## config.mk

```make
export PLATFORM = sky130hd
export DESIGN_NAME = sensor_packet_framer_crc8
export DESIGN_NICKNAME = d
export VERILOG_FILES = /design/src/rtl/spf_pkg.sv /design/src/rtl/sensor_packet_framer_crc8.sv /design/src/rtl/spf_serializer.sv
export SDC_FILE = /design/constraint.sdc
export NUM_CORES = 1
export LEC_CHECK = 0
export BUFFER_PORTS_ARGS = -buffer_cell sky130_fd_sc_hd__buf_2
export CAP_MARGIN = 20
export CORE_ASPECT_RATIO = 1.4
export CORE_MARGIN = 8
export CORE_UTILIZATION = 25
export DETAILED_ROUTE_END_ITERATION = 7
export SKIP_LAST_GASP = 1
export SLEW_MARGIN = 30
export SYNTH_ARGS = -nofsm -noshare
export SYNTH_HDL_FRONTEND = slang
export SYNTH_SLANG_ARGS = --single-unit
```

## constraint.sdc

```tcl
create_clock -name clock -period 7.5 [get_ports clock]
set_input_delay 0.75 -clock clock [delete_from_list [all_inputs] [get_ports clock]]
set_output_delay 0.75 -clock clock [all_outputs]
set_load 0.01 [all_outputs]
```

## src/rtl/spf_pkg.sv

```systemverilog
package spf_pkg;

   // Frame geometry.
   localparam int BYTE_W    = 8;
   localparam int FRAME_LEN = 12;
   localparam int IDX_W     = 4;
   localparam logic [IDX_W-1:0] LAST_IDX = IDX_W'(FRAME_LEN - 1);

   // CRC-8, polynomial x^8+x^5+x^4+1, MSB first, zero start value.
   localparam logic [BYTE_W-1:0] CRC_POLY = 8'h31;
   localparam logic [BYTE_W-1:0] CRC_INIT = 8'h00;

   // One record as it travels on the input tdata: sensor_id in the lowest bits.
   typedef struct packed {
      logic [31:0] sample_value;
      logic [15:0] time_stamp;
      logic [7:0]  measure_kind;
      logic [31:0] sensor_id;
   } record_type;

   localparam int REC_W = $bits(record_type);

   // Advance the CRC over one byte, most significant bit first.
   function automatic logic [BYTE_W-1:0] crc8_update(input logic [BYTE_W-1:0] crc,
                                                     input logic [BYTE_W-1:0] data);
      logic [BYTE_W-1:0] c;
      logic              flip;
      c = crc;
      for (int b = BYTE_W - 1; b >= 0; b--) begin
         flip = data[b] ^ c[BYTE_W-1];
         c    = {c[BYTE_W-2:0], 1'b0};
         if (flip) begin
            c = c ^ CRC_POLY;
         end
      end
      return c;
   endfunction

endpackage

```

## src/rtl/sensor_packet_framer_crc8.sv

```systemverilog
// A record accepted into an idle framer goes to the one-entry buffer, then to the
// serializer's shifter; its twelve bytes leave through the one-byte-wide output
// register on rsp_tdata at one per cycle while rsp_tready is high. The buffer holds
// the next record, so one record is accepted while a frame goes out and req_tready
// then stays low until the serializer takes it.
// Reset (synchronous, active high) empties the buffer and the output and drops
// any frame in progress; no clearing pass is needed.
module sensor_packet_framer_crc8
   import spf_pkg::*;
(
   input  logic              clock,
   input  logic              reset,
   input  logic              req_tvalid,
   output logic              req_tready,
   // req_tdata, from bit 0: sensor_id[31:0], measure_kind[39:32],
   // time_stamp[55:40], sample_value[87:56]
   input  logic [REC_W-1:0]  req_tdata,
   output logic              rsp_tvalid,
   input  logic              rsp_tready,
   // rsp_tdata, from bit 0: frame_byte[7:0]
   output logic [BYTE_W-1:0] rsp_tdata,
   // rsp_tlast: frame_end
   output logic              rsp_tlast
);

   logic       pend_valid_ff, pend_valid_in;
   record_type pend_ff, pend_in;
   logic       rec_take;
   logic       req_beat;

   assign req_tready = !pend_valid_ff;
   assign req_beat   = req_tvalid && req_tready;

   // One-entry record buffer ahead of the serializer.
   always_comb begin
      pend_valid_in = pend_valid_ff;
      pend_in       = pend_ff;
      if (rec_take) begin
         pend_valid_in = 1'b0;
      end
      if (req_beat) begin
         pend_valid_in = 1'b1;
         pend_in       = record_type'(req_tdata);
      end
   end

   always_ff @(posedge clock) begin
      if (reset) begin
         pend_valid_ff <= 1'b0;
      end else begin
         pend_valid_ff <= pend_valid_in;
      end
      pend_ff <= pend_in;
   end

   spf_serializer u_serializer (
      .clock      (clock),
      .reset      (reset),
      .rec_valid  (pend_valid_ff),
      .rec        (pend_ff),
      .rec_take   (rec_take),
      .rsp_tvalid (rsp_tvalid),
      .rsp_tready (rsp_tready),
      .rsp_tdata  (rsp_tdata),
      .rsp_tlast  (rsp_tlast)
   );

   // A record is only handed on from a full buffer.
   assert property (@(posedge clock) disable iff (reset)
      rec_take |-> pend_valid_ff)
      else $error("serializer took a record from an empty buffer");

   // An accepted beat is held in the buffer on the next cycle.
   assert property (@(posedge clock) disable iff (reset)
      req_beat |=> pend_valid_ff)
      else $error("accepted record lost from the buffer");

   // The buffer is neither refilled nor emptied without a handshake.
   assert property (@(posedge clock) disable iff (reset)
      (pend_valid_ff && !rec_take) |=> (pend_valid_ff && $stable(pend_ff)))
      else $error("buffered record changed while waiting");

endmodule

```

## src/rtl/spf_serializer.sv

```systemverilog
module spf_serializer
   import spf_pkg::*;
(
   input  logic              clock,
   input  logic              reset,
   input  logic              rec_valid,
   input  record_type        rec,
   output logic              rec_take,
   output logic              rsp_tvalid,
   input  logic              rsp_tready,
   output logic [BYTE_W-1:0] rsp_tdata,
   output logic              rsp_tlast
);

   logic              active_ff, active_in;
   logic [IDX_W-1:0]  idx_ff, idx_in;
   logic [REC_W-1:0]  shift_ff, shift_in;
   logic [BYTE_W-1:0] crc_ff, crc_in;
   logic              out_valid_ff, out_valid_in;
   logic [BYTE_W-1:0] out_data_ff, out_data_in;
   logic              out_last_ff, out_last_in;
   logic [BYTE_W-1:0] cur_byte;
   logic              out_load;
   logic              last_beat;

   // The byte in flight: record bytes from the top of the shifter, then the CRC.
   assign cur_byte  = (idx_ff == LAST_IDX) ? crc_ff : shift_ff[REC_W-1 -: BYTE_W];
   assign out_load  = active_ff && (!out_valid_ff || rsp_tready);
   assign last_beat = out_load && (idx_ff == LAST_IDX);
   assign rec_take  = rec_valid && (!active_ff || last_beat);

   // Shifter and running CRC.
   always_comb begin
      active_in = active_ff;
      idx_in    = idx_ff;
      shift_in  = shift_ff;
      crc_in    = crc_ff;
      if (out_load) begin
         shift_in = {shift_ff[REC_W-BYTE_W-1:0], {BYTE_W{1'b0}}};
         crc_in   = crc8_update(crc_ff, cur_byte);
         idx_in   = idx_ff + IDX_W'(1);
         if (last_beat) begin
            active_in = 1'b0;
         end
      end
      if (rec_take) begin
         active_in = 1'b1;
         idx_in    = '0;
         crc_in    = CRC_INIT;
         shift_in  = {rec.sensor_id, rec.measure_kind, rec.time_stamp, rec.sample_value};
      end
   end

   // Output register: a new beat loads when the slot is empty or being taken.
   always_comb begin
      out_data_in  = out_data_ff;
      out_last_in  = out_last_ff;
      out_valid_in = out_valid_ff && !rsp_tready;
      if (out_load) begin
         out_valid_in = 1'b1;
         out_data_in  = cur_byte;
         out_last_in  = (idx_ff == LAST_IDX);
      end
   end

   always_ff @(posedge clock) begin
      if (reset) begin
         active_ff    <= 1'b0;
         idx_ff       <= '0;
         out_valid_ff <= 1'b0;
      end else begin
         active_ff    <= active_in;
         idx_ff       <= idx_in;
         out_valid_ff <= out_valid_in;
      end
      shift_ff    <= shift_in;
      crc_ff      <= crc_in;
      out_data_ff <= out_data_in;
      out_last_ff <= out_last_in;
   end

   assign rsp_tvalid = out_valid_ff;
   assign rsp_tdata  = out_data_ff;
   assign rsp_tlast  = out_last_ff;

   // A frame never runs past its CRC byte.
   assert property (@(posedge clock) disable iff (reset)
      active_ff |-> (idx_ff <= LAST_IDX))
      else $error("frame byte index past the CRC byte");

   // A newly loaded record starts at its first byte with a cleared CRC.
   assert property (@(posedge clock) disable iff (reset)
      rec_take |=> (active_ff && idx_ff == '0 && crc_ff == CRC_INIT))
      else $error("record load did not restart the frame");

   // The CRC byte carries the end-of-frame mark, and only it does.
   assert property (@(posedge clock) disable iff (reset)
      out_load |=> (out_last_ff == ($past(idx_ff) == LAST_IDX)))
      else $error("end-of-frame mark on the wrong byte");

endmodule

```

======== Word-level counts from Yosys, hierarchy flattened ========
Cells that the tools add are included.
storage, ports and cells
  register bits ........................... 200
  input bits .............................. 92
  output and inout bits ................... 11
  word-level logic and storage cells ...... 70
operators by class
  add/sub/neg operators ................... 1
  equality and inequality tests ........... 1
  mux-type cells .......................... 24
  bitwise logic cells ..................... 16
  reductions and logical operators ........ 16
operators by type and width
  operator               count
  $mux W88               2
  $mux W8                8
  $mux W6                8
  $not A3 Y3             8
  $xor A1 B1 Y1          8
  $mux W1                6
  $reduce_bool A2 Y1     3
  $logic_and A1 B1 Y1    5
  $add A4 B1 Y4 const B  1
  $eq A4 B4 Y1 const B   1
  $logic_not A1 Y1       4
  $logic_or A1 B1 Y1     2
  $reduce_and A2 Y1      1
  $reduce_or A2 Y1       1

======== Depth between registers and ports, before layout ========
Gate-level depths: netlist of run 1.
  depth after elaboration ................. 25
  gate-level depth with buffers ........... 8
  depth with buffers taken out ............ 6

======== Modules after synthesis ========
From an unflattened synthesis of run 1, not the netlist that was laid out.
unflattened totals
  cell total of the unflattened synthesis .. 564
  area total of the unflattened synthesis .. 7489.7 um2
modules (own cells, without submodules)
  module                     instances  cells an instance  area each (um2)  sequential area each (um2)
  spf_serializer             1          471                4803.4           3193.1
  sensor_packet_framer_crc8  1          93                 2686.3           2662.6

======== Worst setup path before layout of run 1 ========
OpenSTA, ideal clock, no wires.
  kind .................................... in2reg
  start point ............................. input port req_tvalid
  end point ............................... register pend_ff[0] (netlist name) (enable)
  library setup time ...................... 546 ps
  data arrival time ....................... 4621 ps
  required time ........................... 6954 ps
  slack ................................... 2333 ps
  stages on the path ...................... 1
  path buffers ............................ 0
  path through ............................ nor2b_1
between the ends
  cells in the longest elaborated chain, start to end .. 1
RTL lines
  item                  line                             RTL
  start, declared       sensor_packet_framer_crc8.sv:13  input logic req_tvalid,
  $logic_and A1 B1 Y1   sensor_packet_framer_crc8.sv:32  assign req_beat = req_tvalid && req_tready;
  end signal, assigned  sensor_packet_framer_crc8.sv:53  pend_ff <= pend_in;
  end, declared         sensor_packet_framer_crc8.sv:27  record_type pend_ff, pend_in;
Every way passes these cells.
A chain may end at the register's enable or synchronous reset.

======== Final worst setup path of run 1 ========
  start point ............................. register u_serializer.idx_ff[0]
  end point ............................... register u_serializer.shift_ff[43] (enable)
between the ends
  cells in the longest elaborated chain, start to end .. 5
RTL lines
  item                          line                  RTL
  start, declared               spf_serializer.sv:16  logic [IDX_W-1:0] idx_ff, idx_in;
  start signal, assigned        spf_serializer.sv:73  idx_ff <= idx_in;
  $eq A4 B4 Y1                  spf_serializer.sv:29  assign last_beat = out_load && (idx_ff == LAST_IDX);
  $logic_and A1 B1 Y1           spf_serializer.sv:29
  $logic_or A1 B1 Y1            spf_serializer.sv:30  assign rec_take = rec_valid && (!active_ff || last_beat);
  $logic_and A1 B1 Y1           spf_serializer.sv:30
  $reduce_bool A2 Y1 (no line)  -
  end signal, assigned          spf_serializer.sv:76  shift_ff <= shift_in;
  end, declared                 spf_serializer.sv:17  logic [REC_W-1:0] shift_ff, shift_in;
Every way passes these cells.

==> qor.yml, run 1 <==
drt:
  drtPass1Iterations: 4
  final_antenna_net_count: 0
  viasPerCell: 3.92
  drc: 0
  wl_met2_um: 6560
  wl_per_cell_um: 15.1
  dr.max_layer_used: "met4"
  vias: 3547
  routed_wl_um: 13700
  wl_met3_um: 740
  wl_met1_um: 6310
  drt_iter0_markers: 253
critical_path:
  timing.rr.end: "u_serializer.shift_ff[43]"
  path_common_cell: "nand2_4"
  cp_slowest_cell: "o21ai_1"
  cp-start-kind: "register"
  path_delay_family: "simple AND/OR/NAND/NOR gates"
  path_buf_inv: 1
  cpPeakStageDelay_ps: 790
  arrival_ps: 3770
  r2r_cells: 6
  critPathMaxFanout: 53
  crit_chain: "ha_1 > nand3b_4 > o21ai_1 > nand2_4 > nand2_4 > buf_4"
  critPathKind: "reg -> reg"
  cp-end-kind: "register"
  rrSetupSlack_ps: 3790
  r2r-start: "u_serializer.idx_ff[0]"
  required_ps: 7560
  crit_cells: 6
min_path:
  hold_end: "pend_ff[62]"
  hp-start: "req_tdata[62]"
  hold_depth: 1
  hp-class: "in -> reg"
pwr:
  power.density_mw_per_mm2: 303
  ir_drop_v: 0.000147
  leakagePower_nw: 3.33
  total_power_mw: 2.75
cts:
  htreeDepth: 4
  cts_hold_buf: 0
  clk_path_buf_depth: 2
  post_cts_buffers: 0
  cts_buffers: 17
  cts_resized: 0
  cts_tree: "yes"
  cts_sinks: 200
  path_clk_slew_ps: 90
  clk_latency_ps: 430
  cts-root-buf: "clkbuf_16"
layout:
  final_nets: 600
  drive_above_1_share_pct: 43.7
  synthToLayoutAreaGrowth_pct: 21.8
  fin_cells: 905
  antennaDiodeCount: 0
  post-route-util_pct: 30.7
synth:
  netlist_area_sq_mm: 0.00747
  synth_top_flop_cell: "edfxtp_1"
  synth-xor-area-share_pct: 3.22
  synth.distinct_cells: 31
  synth_top_area_share_pct: 74.4
  seq_area_frac_synth_pct: 78.4
  synth-simple-area-share_pct: 3.79
  ys_ff_latch: 200
  yosysTopAreaCell: "edfxtp_1"
  synth_warnings: 0
  yosysMostFrequentCell: "edfxtp_1"
  synth_top_family_by_area: "multiplexers"
  synth_async_sr_flop_share_pct: 0
  synth_compound_area_share_pct: 1.12
  synth_edf_count: 185
  netlist_top_cells_area: "edfxtp_1, mux2_2, dfxtp_1"
  synth_adder_area_share_pct: 0.168
  synth_commonest_cells: "edfxtp_1, mux2_2, nand2_1, dfxtp_1, xnor2_1"
  postSynthCellCount: 397
  syn_nets: 490
  synthMuxAreaShare_pct: 12.2
  avgSynthCellArea_sq_um: 18.8
placed_design:
  dpl.cell_count: 873
  place_congestion: 0.750
  portBuffers: 102
  dp_hpwl_um: 9020
timing:
  worstMarginPinSlew_ps: 949
  min_period_ps: 3710
  fin_skew_ps: 13.1
  tns_ps: 0
  hold_viol_final: 0
  slew_viol_final: 0
  finalCritPeriodShare_pct: 49.4
  fmax_mhz: 270
  rsz0062_at_grt: "no"
  maxSlewHeadroom_pct: 36.3
  setup_viol: 0
global_route:
  grt_pass1_wl_um: 21200
  grt_max_degree: 90
  grt_use_total_pct: 7.85
  antenna_found_initial: 0
  grt_pass1_vias: 3863
  gr-total-overflow: 0
floorplan:
  die-area_sq_mm: 0.0357
  start_util_pct: 25.2
  core_area_sq_mm: 0.0297
  die_height_um: 220
  fp-row-count: 75
  die-width_um: 162
  ios: 103
run:
  timing.max_cap.violations: 0
status:
  status: "finished clean"
[metal layers]
metal / GRT usage (%) / vias up
met5: 0 / -
met1: 10.1 / 1728
met3: 2.68 / 6
li1: - / 1720
met4: 2.41 / 0
met2: 12.3 / 93
[cell families after synthesis]
logic type / after synthesis
flip-flops: 200
multiplexers: 81
buffers and inverters: 18
AND/OR/NAND/NOR: 60
AO/OA/AOI/OAI: 13
XOR/XNOR: 24
adder cells (fa/ha/maj): 1
[power by group]
part	leakage [nW]	internal, mW	switching (mW)
combinational	1.12	0.188	0.191
sequential	1.89	1.35	0.0491
clock	0.314	0.476	0.495
[worst register-to-register path, cell delays in order, from the launching register on]
cell	delay, ps
dfxtp_1	380
ha_1	230
nand3b_4	200
o21ai_1	790
nand2_4	500
nand2_4	550
buf_4	670
[state kept, by name, indices dropped and copies added, names as in the netlist]
register,count
u_serializer.rsp_tdata,8
u_serializer.crc_ff,8
pend_valid_ff,1
u_serializer.rsp_tvalid,1
u_serializer.shift_ff,88
pend_ff,88
u_serializer.rsp_tlast,1
u_serializer.active_ff,1
u_serializer.idx_ff,4
[metrics by stage]
stage	setup slack, ps	cell area, sq um	hold WS [ps]
after floorplan	2330	7470	461
after global placement	3680	8440	480
after detailed placement	3610	8440	487
after CTS	3660	9090	457
after global routing	3460	9090	453
final	3790	9090	479
[how the worst max path moves through the flow]
| stage | start | to | slack (ps) |
|---|---|---|---|
| 2_1_floorplan | req_tvalid | pend_ff[0] | 2330 |
| 4_1_cts | u_serializer.idx_ff[0] | u_serializer.shift_ff[43] | 3660 |
| 3_5_place_dp | rsp_tready | u_serializer.shift_ff[27] | 3610 |
| 6_report | u_serializer.idx_ff[0] | u_serializer.shift_ff[43] | 3790 |
| 5_1_grt | u_serializer.idx_ff[0] | u_serializer.shift_ff[3] | 3460 |
| 3_3_place_gp | rsp_tready | u_serializer.shift_ff[27] | 3680 |
[placed cells by master, fill, tap and decap left out, types with 3 or more instances in the layout]
cell,Yosys,layout
clkbuf_16,0,17
clkinv_8,0,5
nor2_1,9,9
edfxtp_1,185,185
mux2_2,80,80
inv_12,0,4
xnor2_1,13,13
buf_2,10,102
nand2_1,30,28
a22oi_1,3,3
a21oi_1,3,3
dfxtp_1,15,15
nor3_1,4,4
and3_1,8,8
inv_1,3,3
nand3_1,3,3
xor2_1,7,7
[cell type report]
class | instances | area (sq um)
clock buffers | 17 | 425
fillers | 2967 | 20600
multi-input cells | 179 | 1550
well taps | 385 | 482
inverters | 4 | 15.0
flip-flops and latches | 200 | 5860
repair buffers | 105 | 537
clock inverters | 15 | 226
Power figures use the tool's default switching activity.
==> run 2: changes to the inputs <==
==> constraint.sdc (replaced) <==
create_clock -name clock -period 3.6 [get_ports clock]
set_input_delay 0.36 -clock clock [delete_from_list [all_inputs] [get_ports clock]]
set_output_delay 0.36 -clock clock [all_outputs]
set_load 0.01 [all_outputs]
==> run 2 against run 1 <==
Clock-buffer cell count unchanged. Via count about the same. Die area is the same. Register-to-register slack lost 2500 ps. Global-route usage up 0.054 points. Largest power group unchanged. Clock power rose by 110%. Total power up 110%.
==> qor.yml, run 2 (synthesis gave the netlist of run 1 again) <==
global_route:
  gr-total-overflow: 0  # unchanged
  grt_pass1_vias: 3805  # was 3863
  antenna_found_initial: 1  # was 0
  grt_use_total_pct: 7.91  # was 7.85%
  grt_pass1_wl_um: 21200  # about the same
  grt_max_degree: 46  # was 90
cts:
  path_clk_slew_ps: 80  # was 90 ps
  htreeDepth: 4  # unchanged
  cts_buffers: 17  # unchanged
  cts_sinks: 200  # unchanged
  post_cts_buffers: 0  # unchanged
  cts_hold_buf: 0  # unchanged
  clk_latency_ps: 430  # about the same
  cts_tree: "yes"  # unchanged
  cts-root-buf: "clkbuf_16"  # unchanged
  cts_resized: 0  # unchanged
  clk_path_buf_depth: 2  # unchanged
floorplan:
  start_util_pct: 25.2  # unchanged
  core_area_sq_mm: 0.0297  # unchanged
  die-width_um: 162  # unchanged
  fp-row-count: 75  # unchanged
  ios: 103  # unchanged
  die_height_um: 220  # unchanged
  die-area_sq_mm: 0.0357  # unchanged
timing:
  fin_skew_ps: 14.9  # was 13.1 ps
  tns_ps: 0  # unchanged
  slew_viol_final: 0  # unchanged
  fmax_mhz: 424  # was 270 MHz
  min_period_ps: 2360  # was 3710 ps
  hold_viol_final: 0  # unchanged
  worstMarginPinSlew_ps: 890  # was 949 ps
  finalCritPeriodShare_pct: 65.4  # was 49.4%
  rsz0062_at_grt: "no"  # unchanged
  maxSlewHeadroom_pct: 40.5  # was 36.3%
  setup_viol: 0  # unchanged
drt:
  wl_met2_um: 6830  # was 6560 um
  drt_iter0_markers: 190  # was 253
  drtPass1Iterations: 4  # unchanged
  drc: 0  # unchanged
  wl_met1_um: 6270  # was 6310 um
  viasPerCell: 3.90  # was 3.92
  final_antenna_net_count: 0  # unchanged
  vias: 3549  # was 3547
  wl_met3_um: 687  # was 740 um
  dr.max_layer_used: "met4"  # unchanged
  routed_wl_um: 13900  # was 13700 um
  wl_per_cell_um: 15.3  # was 15.1 um
placed_design:
  dp_hpwl_um: 9430  # was 9020 um
  place_congestion: 0.717  # was 0.750
  portBuffers: 102  # unchanged
critical_path:
  critPathKind: "reg -> reg"  # unchanged
  crit_chain: "ha_1 > nand3b_4 > o21ai_1 > buf_4 > nand2_4 > nand2_4 > buf_4"  # was ha_1 > nand3b_4 > o21ai_1 > nand2_4 > nand2_4 > buf_4
  critPathMaxFanout: 34  # was 53
  path_buf_inv: 2  # was 1
  cp-end-kind: "register"  # unchanged
  rrSetupSlack_ps: 1240  # was 3790 ps
  cpPeakStageDelay_ps: 410  # was 790 ps
  required_ps: 3710  # was 7560 ps
  path_delay_family: "simple AND/OR/NAND/NOR gates"  # unchanged
  cp_slowest_cell: "nand2_4"  # was o21ai_1
  cp-start-kind: "register"  # unchanged
  arrival_ps: 2470  # was 3770 ps
pwr:
  ir_drop_v: 0.000275  # was 0.000147 V
  power.density_mw_per_mm2: 625  # was 303 mW/mm^2
  leakagePower_nw: 3.36  # was 3.33 nW
  total_power_mw: 5.72  # was 2.75 mW
layout:
  antennaDiodeCount: 0  # unchanged
  final_common_cell: "edfxtp_1"  # unchanged
  synthToLayoutAreaGrowth_pct: 22.7  # was 21.8%
  reg.largest.list: "pend_ff x88, u_serializer.shift_ff x88"  # unchanged
  final_nets: 605  # was 600
  layout_common_cells: "edfxtp_1, buf_2, mux2_2, nand2_1, clkbuf_16"  # unchanged
  post-route-util_pct: 30.9  # was 30.7%
  drive_above_1_share_pct: 44.2  # was 43.7%
run:
  timing.max_cap.violations: 0  # unchanged
min_path:
  hp-class: "in -> reg"  # unchanged
status:
  status: "finished clean"  # unchanged
[run 2: final timing paths]
| check | startpoint | endpoint | cells past startpoint |
|---|---|---|---|
| setup / recovery | u_serializer.idx_ff[0] | u_serializer.shift_ff[33] | 7 |
| hold / removal | req_tdata[78] | pend_ff[78] | 1 |
| setup reg to reg | u_serializer.idx_ff[0] | u_serializer.shift_ff[33] | 7 |
| hold reg to reg | u_serializer.crc_ff[1] | u_serializer.crc_ff[1] | 2 |
[run 2: worst register-to-register path: cells and delay by family, from the launching register on]
family,cells,cell delay (ps)
compound gates,1,180
flops,1,370
buf+inv,2,570
fa+ha+maj,1,230
simple gates,3,690
[run 2: power by group]
group	total, mW	internal (mW)	switching (mW)
registers	2.92	2.82	0.102
logic	0.812	0.405	0.407
clock network	1.99	1.03	0.963
[run 2: per-stage QoR]
| step | hold WS, ps | instances | setup WS (ps) | instance area [sq um] |
|---|---|---|---|---|
| 2_1_floorplan | 429 | 397 | 50.1 | 7470 |
| 3_3_place_gp | 481 | 878 | 1220 | 8510 |
| 3_5_place_dp | 485 | 878 | 1190 | 8510 |
| 4_1_cts | 71.7 | 910 | 1160 | 9160 |
| 5_1_grt | 73.1 | 910 | 1010 | 9160 |
| 6_report | 98.3 | 910 | 1240 | 9160 |
[run 2: metal layers]
layer / up-vias / track usage, %
met5: - / 0
li1: 1734 / -
met2: 93 / 13.2
met3: 10 / 2.44
met4: 0 / 2.51
met1: 1712 / 9.65
[run 2: final cells by class]
class | instances | area (sq um)
Tap cell | 385 | 482
Inverter | 4 | 15.0
Clock inverter | 15 | 225
Clock buffer | 17 | 425
Fill cell | 2965 | 20500
Timing Repair Buffer | 110 | 608
Sequential cell | 200 | 5860
Multi-Input combinational cell | 179 | 1550
